<file path="config.mk">
export PLATFORM = sky130hd
export DESIGN_NAME = selective_repeat_receiver_core
export DESIGN_NICKNAME = d
export VERILOG_FILES = /design/src/design/srr_pkg.sv /design/src/design/srr_ctrl.sv /design/src/design/srr_datapath.sv /design/src/design/selective_repeat_receiver_core.sv
export SDC_FILE = /design/constraint.sdc
export NUM_CORES = 1
export LEC_CHECK = 0
export BUFFER_PORTS_ARGS = -buffer_cell sky130_fd_sc_hd__clkbuf_2
export CAP_MARGIN = 25
export CORE_MARGIN = 10
export CORE_UTILIZATION = 30
export DETAILED_ROUTE_END_ITERATION = 10
export PLACE_DENSITY_LB_ADDON = 0.1
export SYNTH_ARGS = -nofsm -noshare
export SYNTH_HDL_FRONTEND = slang
export SYNTH_SLANG_ARGS = --single-unit
</file>
<file path="constraint.sdc">
create_clock -name clk -period 14.5 [get_ports clk]
set_clock_uncertainty 0.15 [all_clocks]
set_input_delay 2.9 -clock clk [delete_from_list [all_inputs] [get_ports clk]]
set_output_delay 2.9 -clock clk [all_outputs]
set_load 0.01 [all_outputs]
</file>
<file path="src/design/srr_pkg.sv">
// shared types and constants for the selective repeat receiver
package srr_pkg;

  // packet types carried in the header
  localparam logic [3:0] PKT_START = 4'd0;
  localparam logic [3:0] PKT_END   = 4'd1;
  localparam logic [3:0] PKT_DATA  = 4'd2;
  localparam logic [3:0] PKT_ACK   = 4'd3;

  // result kinds
  localparam logic KIND_ACK     = 1'b0;
  localparam logic KIND_DELIVER = 1'b1;

  // sizing: 1500 byte frame minus ip, udp and packet headers
  localparam int WINDOW_MAX     = 32;
  localparam int MAX_DATA_BYTES = 1500 - 20 - 8 - 16;
  localparam int SLOT_W         = $clog2(WINDOW_MAX);
  localparam int STEP_W         = $clog2(WINDOW_MAX + 1);
  localparam int WIN_W          = 6;

  typedef struct packed {
    logic [3:0]  pkt_type;
    logic [31:0] seq_num;
    logic [10:0] payload_length;
    logic        length_matches;
    logic        crc_ok;
    logic [47:0] peer_id;
  } in_item_t;

  typedef struct packed {
    logic        out_kind;
    logic [31:0] out_seq;
    logic [15:0] file_number;
    logic        last;
  } out_item_t;

  // what the datapath decided for the captured packet
  typedef enum logic [2:0] {
    DEC_DROP,
    DEC_OPEN,
    DEC_ACK,
    DEC_CLOSE,
    DEC_MARK,
    DEC_DELIVER
  } dec_t;

  // controller to datapath
  typedef struct packed {
    logic capture;
    logic open;
    logic close;
    logic mark;
    logic first;
    logic drain;
    logic ack;
  } ctrl_cmd_t;

  // datapath to controller
  typedef struct packed {
    dec_t dec;
    logic drain_more;
    logic out_free;
  } ctrl_stat_t;

endpackage

</file>
<file path="src/design/srr_ctrl.sv">
// controller state machine for the selective repeat receiver
module srr_ctrl (
  input  logic               clk,
  input  logic               rst,
  input  logic               in_valid,
  output logic               in_stall,
  input  srr_pkg::ctrl_stat_t stat,
  output srr_pkg::ctrl_cmd_t  cmd
);

  typedef enum logic [3:0] {
    S_IDLE  = 4'b0001,
    S_EVAL  = 4'b0010,
    S_DRAIN = 4'b0100,
    S_ACK   = 4'b1000
  } state_t;

  state_t state, state_next;

  // state register
  always_ff @(posedge clk) begin
    if (rst) begin
      state <= S_IDLE;
    end else begin
      state <= state_next;
    end
  end

  assign in_stall = (state != S_IDLE);

  // next state and commands
  always_comb begin
    state_next = state;
    cmd        = '0;
    case (state)
      S_IDLE: begin
        if (in_valid) begin
          cmd.capture = 1'b1;
          state_next  = S_EVAL;
        end
      end
      S_EVAL: begin
        case (stat.dec)
          srr_pkg::DEC_DROP: begin
            state_next = S_IDLE;
          end
          srr_pkg::DEC_DELIVER: begin
            if (stat.out_free) begin
              cmd.first  = 1'b1;
              state_next = S_DRAIN;
            end
          end
          srr_pkg::DEC_OPEN, srr_pkg::DEC_ACK, srr_pkg::DEC_CLOSE,
          srr_pkg::DEC_MARK: begin
            if (stat.out_free) begin
              cmd.ack    = 1'b1;
              cmd.open   = (stat.dec == srr_pkg::DEC_OPEN);
              cmd.close  = (stat.dec == srr_pkg::DEC_CLOSE);
              cmd.mark   = (stat.dec == srr_pkg::DEC_MARK);
              state_next = S_IDLE;
            end
          end
          default: begin
            state_next = S_IDLE;
          end
        endcase
      end
      S_DRAIN: begin
        // release buffered slots one per cycle while the result register is free
        if (!stat.drain_more) begin
          state_next = S_ACK;
        end else if (stat.out_free) begin
          cmd.drain = 1'b1;
        end
      end
      S_ACK: begin
        if (stat.out_free) begin
          cmd.ack    = 1'b1;
          state_next = S_IDLE;
        end
      end
      default: begin
        state_next = S_IDLE;
      end
    endcase
  end

endmodule

</file>
<file path="src/design/srr_datapath.sv">
// connection state, slot bitmap, packet classification and result register
module srr_datapath (
  input  logic                clk,
  input  logic                rst,
  input  srr_pkg::in_item_t   in_item,
  input  logic                cfg_valid,
  input  logic [srr_pkg::WIN_W-1:0] cfg_data,
  input  srr_pkg::ctrl_cmd_t  cmd,
  output srr_pkg::ctrl_stat_t stat,
  output logic                out_valid,
  input  logic                out_stall,
  output srr_pkg::out_item_t  out_item
);

  srr_pkg::in_item_t cap;
  logic [srr_pkg::WIN_W-1:0]  window_size;
  logic                       connected;
  logic [47:0]                active_peer;
  logic [31:0]                opening_seq;
  logic [31:0]                expected_seq;
  logic [srr_pkg::WINDOW_MAX-1:0] slot_held;
  logic [15:0]                connection_count;
  logic [srr_pkg::STEP_W-1:0] step;

  logic [srr_pkg::WIN_W-1:0]  win;
  logic [32:0]                win_limit;
  logic                       malformed;
  srr_pkg::dec_t              dec;
  logic                       load;

  // captured packet
  always_ff @(posedge clk) begin
    if (cmd.capture) begin
      cap <= in_item;
    end
  end

  // window register
  always_ff @(posedge clk) begin
    if (rst) begin
      window_size <= srr_pkg::WIN_W'(1);
    end else if (cfg_valid) begin
      window_size <= cfg_data;
    end
  end

  // window saturated to the bitmap depth, compared on 33 bits
  assign win = (window_size > srr_pkg::WIN_W'(srr_pkg::WINDOW_MAX)) ?
               srr_pkg::WIN_W'(srr_pkg::WINDOW_MAX) : window_size;
  assign win_limit = {1'b0, expected_seq} + 33'(win);

  // header checks
  always_comb begin
    malformed = (cap.pkt_type > srr_pkg::PKT_ACK) || !cap.length_matches ||
                (cap.payload_length > 11'(srr_pkg::MAX_DATA_BYTES));
    if (cap.pkt_type == srr_pkg::PKT_DATA) begin
      if (!cap.crc_ok) malformed = 1'b1;
    end else if (cap.payload_length != 11'd0) begin
      malformed = 1'b1;
    end
  end

  // classification
  always_comb begin
    dec = srr_pkg::DEC_DROP;
    if (malformed) begin
      dec = srr_pkg::DEC_DROP;
    end else if (!connected) begin
      if (cap.pkt_type == srr_pkg::PKT_START) dec = srr_pkg::DEC_OPEN;
    end else if (cap.peer_id == active_peer) begin
      case (cap.pkt_type)
        srr_pkg::PKT_START: begin
          if (cap.seq_num == opening_seq) dec = srr_pkg::DEC_ACK;
        end
        srr_pkg::PKT_END: begin
          dec = srr_pkg::DEC_CLOSE;
        end
        srr_pkg::PKT_DATA: begin
          if ({1'b0, cap.seq_num} >= win_limit) begin
            dec = srr_pkg::DEC_DROP;
          end else if (cap.seq_num < expected_seq) begin
            dec = srr_pkg::DEC_ACK;
          end else if (cap.seq_num == expected_seq) begin
            dec = srr_pkg::DEC_DELIVER;
          end else begin
            dec = srr_pkg::DEC_MARK;
          end
        end
        default: begin
          dec = srr_pkg::DEC_DROP;
        end
      endcase
    end
  end

  assign stat.dec        = dec;
  assign stat.drain_more = slot_held[expected_seq[srr_pkg::SLOT_W-1:0]] &&
                           (step < srr_pkg::STEP_W'(srr_pkg::WINDOW_MAX));
  assign stat.out_free   = !out_valid || !out_stall;

  // connection state and bitmap
  always_ff @(posedge clk) begin
    if (rst) begin
      connected        <= 1'b0;
      active_peer      <= '0;
      opening_seq      <= '0;
      expected_seq     <= '0;
      slot_held        <= '0;
      connection_count <= '0;
      step             <= '0;
    end else begin
      if (cmd.open) begin
        connected    <= 1'b1;
        active_peer  <= cap.peer_id;
        opening_seq  <= cap.seq_num;
        expected_seq <= '0;
        slot_held    <= '0;
      end
      if (cmd.close) begin
        connected        <= 1'b0;
        opening_seq      <= '0;
        expected_seq     <= '0;
        slot_held        <= '0;
        connection_count <= connection_count + 16'd1;
      end
      if (cmd.mark) begin
        slot_held[cap.seq_num[srr_pkg::SLOT_W-1:0]] <= 1'b1;
      end
      if (cmd.first) begin
        expected_seq <= expected_seq + 32'd1;
        step         <= '0;
      end
      if (cmd.drain) begin
        slot_held[expected_seq[srr_pkg::SLOT_W-1:0]] <= 1'b0;
        expected_seq <= expected_seq + 32'd1;
        step         <= step + srr_pkg::STEP_W'(1);
      end
    end
  end

  // result register
  assign load = cmd.ack || cmd.first || cmd.drain;

  always_ff @(posedge clk) begin
    if (rst) begin
      out_valid <= 1'b0;
    end else if (load) begin
      out_valid <= 1'b1;
    end else if (!out_stall) begin
      out_valid <= 1'b0;
    end
  end

  always_ff @(posedge clk) begin
    if (load) begin
      out_item.file_number <= connection_count;
      if (cmd.first) begin
        out_item.out_kind <= srr_pkg::KIND_DELIVER;
        out_item.out_seq  <= cap.seq_num;
        out_item.last     <= 1'b0;
      end else if (cmd.drain) begin
        out_item.out_kind <= srr_pkg::KIND_DELIVER;
        out_item.out_seq  <= expected_seq;
        out_item.last     <= 1'b0;
      end else begin
        out_item.out_kind <= srr_pkg::KIND_ACK;
        out_item.out_seq  <= cap.seq_num;
        out_item.last     <= 1'b1;
      end
    end
  end

endmodule

</file>
<file path="src/design/selective_repeat_receiver_core.sv">
// top level of the selective repeat receiver: controller plus datapath
// One packet header is taken per item while in_stall is low; the block then
// holds in_stall high until that packet is done. A dropped packet ends with
// its evaluation, a packet answered by a single acknowledgement ends when the
// acknowledgement is loaded, and an in-order data packet that releases k
// buffered slots goes through the first delivery, one release per slot in the
// drain loop, the loop exit and the acknowledgement; each result waits while
// the result register is held by out_stall. Results come from a single output
// register, one per cycle in the drain loop while out_stall is low, and the
// next packet is taken while the last result of the previous one still waits
// there. The window register (6 bits, reset 1, saturated to 32) may be
// written at any time the block is idle; cfg_ready is always high.
module selective_repeat_receiver_core (
  input  logic               clk,
  input  logic               rst,
  input  logic               in_valid,
  output logic               in_stall,
  input  srr_pkg::in_item_t  in_item,
  output logic               out_valid,
  input  logic               out_stall,
  output srr_pkg::out_item_t out_item,
  input  logic               cfg_valid,
  output logic               cfg_ready,
  input  logic [srr_pkg::WIN_W-1:0] cfg_data
);

  srr_pkg::ctrl_cmd_t  cmd;
  srr_pkg::ctrl_stat_t stat;

  assign cfg_ready = 1'b1;

  // sequencing
  srr_ctrl u_ctrl (
    .clk      (clk),
    .rst      (rst),
    .in_valid (in_valid),
    .in_stall (in_stall),
    .stat     (stat),
    .cmd      (cmd)
  );

  // state and results
  srr_datapath u_datapath (
    .clk       (clk),
    .rst       (rst),
    .in_item   (in_item),
    .cfg_valid (cfg_valid),
    .cfg_data  (cfg_data),
    .cmd       (cmd),
    .stat      (stat),
    .out_valid (out_valid),
    .out_stall (out_stall),
    .out_item  (out_item)
  );

endmodule

</file>
==> flow_summary.ini <==
[outcome]
outcome = finished clean

[layout]
layout_common_cells = 178 x dfxtp_1, 158 x clkbuf_2, 147 x edfxtp_1, 126 x nand2_1, 103 x nand2b_1
final_layout_size_suffix_gt1_share_pct = 15.5
layout_commonest_cell = dfxtp_1
finalInstanceArea_sq_um = 19300
stdcell_count = 2475
fin_nets = 1930
nFillCells = 5435
syn2layout_area_growth_pct = 17.1

[floorplan]
fp.coreArea_sq_um = 54100
fp.dieArea_sq_um = 64800
io_pins = 161
initial_core_util_pct = 30.5
rows = 85
die_h_um = 255
die_width_um = 255

[global_routing]
grt_max_degree = 104
grt_most_used_layer = met2
antenna_found_initial = 0
grt.met3_usage_pct = 2.82
grt_pass1_wl_um = 76500
grtUsageMet2_pct = 23.6
use_met1_pct = 21.5
grtUsageTotal_pct = 15.3
grt_overflow = 0
grt_pass1_vias = 12500

[worst_setup_path]
cp-start-kind = flop
reg2reg_depth = 20
crit_path_end_kind = flop
path_max_fanout = 30
crit-reg2reg-launch = u_datapath.expected_seq[1]
critPathKind = flop to flop
r2r_slack_ns = 7.92
cp.arrival_ns = 6.70
rr_endpoint = u_datapath.out_item[10]
worstPathRequired_ns = 14.62

[yosys]
synth-edff-count = 147
synth_async_sr_flop_share_pct = 0
yosysWarnings = 0
ys_types = 75
syn_inst = 1613
synth_area_per_cell_sq_um = 10.2
ys_ff_latch = 325
postSynthNetCount = 1798
synth_seq_area_share_pct = 48.3
synthFlopType = dfxtp_1
syn_area_sq_um = 16500

[sta]
period_share_pct = 45.4
rsz0062_at_grt = no
setup_viol = 0
layout_setup_ws_ns = 7.92
hold_ws_ns = 0.309
slew_violations = 0
max_freq_mhz = 152
fin_crit_ns = 6.58
relSlewSlack_pct = 35.0
final-hold-violation-count = 0
worst_pin_slew_ns = 0.968
setup_tns_ns = 0

[power_and_ir_drop]
p_per_area_nw_per_um2 = 112
leakagePower_nw = 6.63
ir_worst_vdd_v = 0.0000826

[job]
drv_cap = 0

[placement]
dpl.hpwl_um = 36100
dpl-instance-area_sq_um = 17900
dp.cells = 2396
post-place-ws_ns = 7.93
port_buffers = 159
place_congestion = 0.827

[cts]
clk_latency_ns = 0.58
hold_buffers = 0
cts_buffers = 41
cts_tree = built
cts_setup_buffers = 0
htreeDepth = 2
cts.path.max_buffers = 3
clock-root-buffer = clkbuf_16
cts_resized = 0
path_clk_slew_ns = 0.06
cts.sinks = 325

[detailed_routing]
drt-total-wl_um = 50200
viasPerCell = 5.18
drc = 0
wl_per_cell_um = 20.3
first_pass_iters = 5
ant_nets = 0
first_iter_violations = 1048
num_vias = 12800

[hold_path]
hold_start = u_datapath.connection_count[15]
hold_path_end = u_datapath.out_item[16]
hp-class = flop to flop
hold_depth = 0
==> cells in the mapped netlist (all sizes together), types with 16 or more instances <==
| master | instances | share of area, % |
|---|---|---|
| a211oi | 42 | 2.0 |
| a21oi | 101 | 3.1 |
| a31oi | 23 | 0.87 |
| a32oi | 32 | 1.7 |
| buf | 40 | 1.4 |
| clkbuf | 46 | 1.1 |
| dfxtp | 178 | 22 |
| edfxtp | 147 | 27 |
| ha | 76 | 5.8 |
| inv | 43 | 0.98 |
| mux2i | 54 | 3.3 |
| nand2 | 126 | 2.9 |
| nand2b | 103 | 3.9 |
| nand3 | 71 | 2.2 |
| nand4 | 48 | 1.8 |
| nor2 | 79 | 1.8 |
| nor2b | 17 | 0.64 |
| nor3 | 28 | 1.1 |
| nor4 | 23 | 0.96 |
| o21ai | 70 | 2.1 |
| o31ai | 20 | 0.99 |
| or4 | 16 | 0.75 |
| xnor2 | 77 | 4.1 |
| xor2 | 34 | 1.8 |
==> kinds of logic after synthesis <==
| kind of cell | count (synthesis) | share of synthesized area, % |
|---|---|---|
| muxes | 65 | 4.71 |
| and+or+nand+nor | 559 | 18.1 |
| DFF | 325 | 48.3 |
| buffers and inverters | 132 | 3.46 |
| adders and majority gates | 77 | 5.88 |
| xor gates and xnor gates | 111 | 5.89 |
| other | 1 | 0.0227 |
| AOI/OAI and AO/OA | 343 | 13.6 |
==> registers in the layout, summed over array words and instances (netlist names) <==
register	cells
u_datapath.opening_seq	32
u_datapath.slot_held	32
u_ctrl.state	4
u_datapath.step	6
u_datapath.cap	97
u_datapath.connection_count	16
u_datapath.window_size	6
u_datapath.out_valid	1
u_datapath.expected_seq	32
u_datapath.connected	1
u_datapath.out_item	50
u_datapath.active_peer	48
==> through the flow <==
step	util (%)	power, mW
after global routing	35.7	2.25
final	35.7	2.16
after detailed placement	33.1	1.17
after floorplan	-	1.11
after CTS	35.6	2.19
after global placement	33.1	1.16
==> where the power goes <==
group,switching (mW),internal (mW)
clock,0.414,0.597
combinational,0.0773,0.0530
sequential,0.0294,0.987
==> critical path, cell delays in order (launching register included) <==
cell and delay (ns):
dfxtp_1 0.81, ha_1 0.35, a21o_1 0.17, a21oi_1 0.21, o21bai_1 0.09, a21o_1 0.21
a21oi_1 0.69, nor3_1 0.26, nand2_1 0.13, xnor2_1 0.07, ha_1 0.31, nand4_1 0.17
nor4_1 0.66, o311a_1 0.33, a211oi_2 0.09, o2111ai_4 0.39, o21a_1 0.35, inv_2 0.11
nor3_1 0.33, a211oi_4 0.08, buf_4 0.29
==> routing by layer <==
layer / vias to the layer above / wire length, um
li1: 6235 / -
met1: 6217 / 24500
met2: 292 / 22300
met3: 67 / 2380
met4: 0 / 1070
met5: - / 0
==> worst max path at each step <==
stage                                          start                      end
after floorplan                            out_stall   u_datapath.out_item[0]
after global placement    u_datapath.expected_seq[1]  u_datapath.out_item[28]
after detailed placement  u_datapath.expected_seq[1]  u_datapath.out_item[26]
after CTS                 u_datapath.expected_seq[1]   u_datapath.out_item[2]
after global routing      u_datapath.expected_seq[1]  u_datapath.out_item[20]
final                     u_datapath.expected_seq[1]  u_datapath.out_item[10]
==> area by class of cell <==
class	count	area, sq um	share of cell area, %
well taps	696	871	4.51
clock inverters	14	178	0.919
flip-flops and latches	325	7980	41.3
diodes	1	2.50	0.0129
multi-input cells	1156	7990	41.3
repair buffers	175	971	5.02
inverters	46	173	0.893
clock buffers	62	1160	6.03
Power figures use the tool's default switching activity.
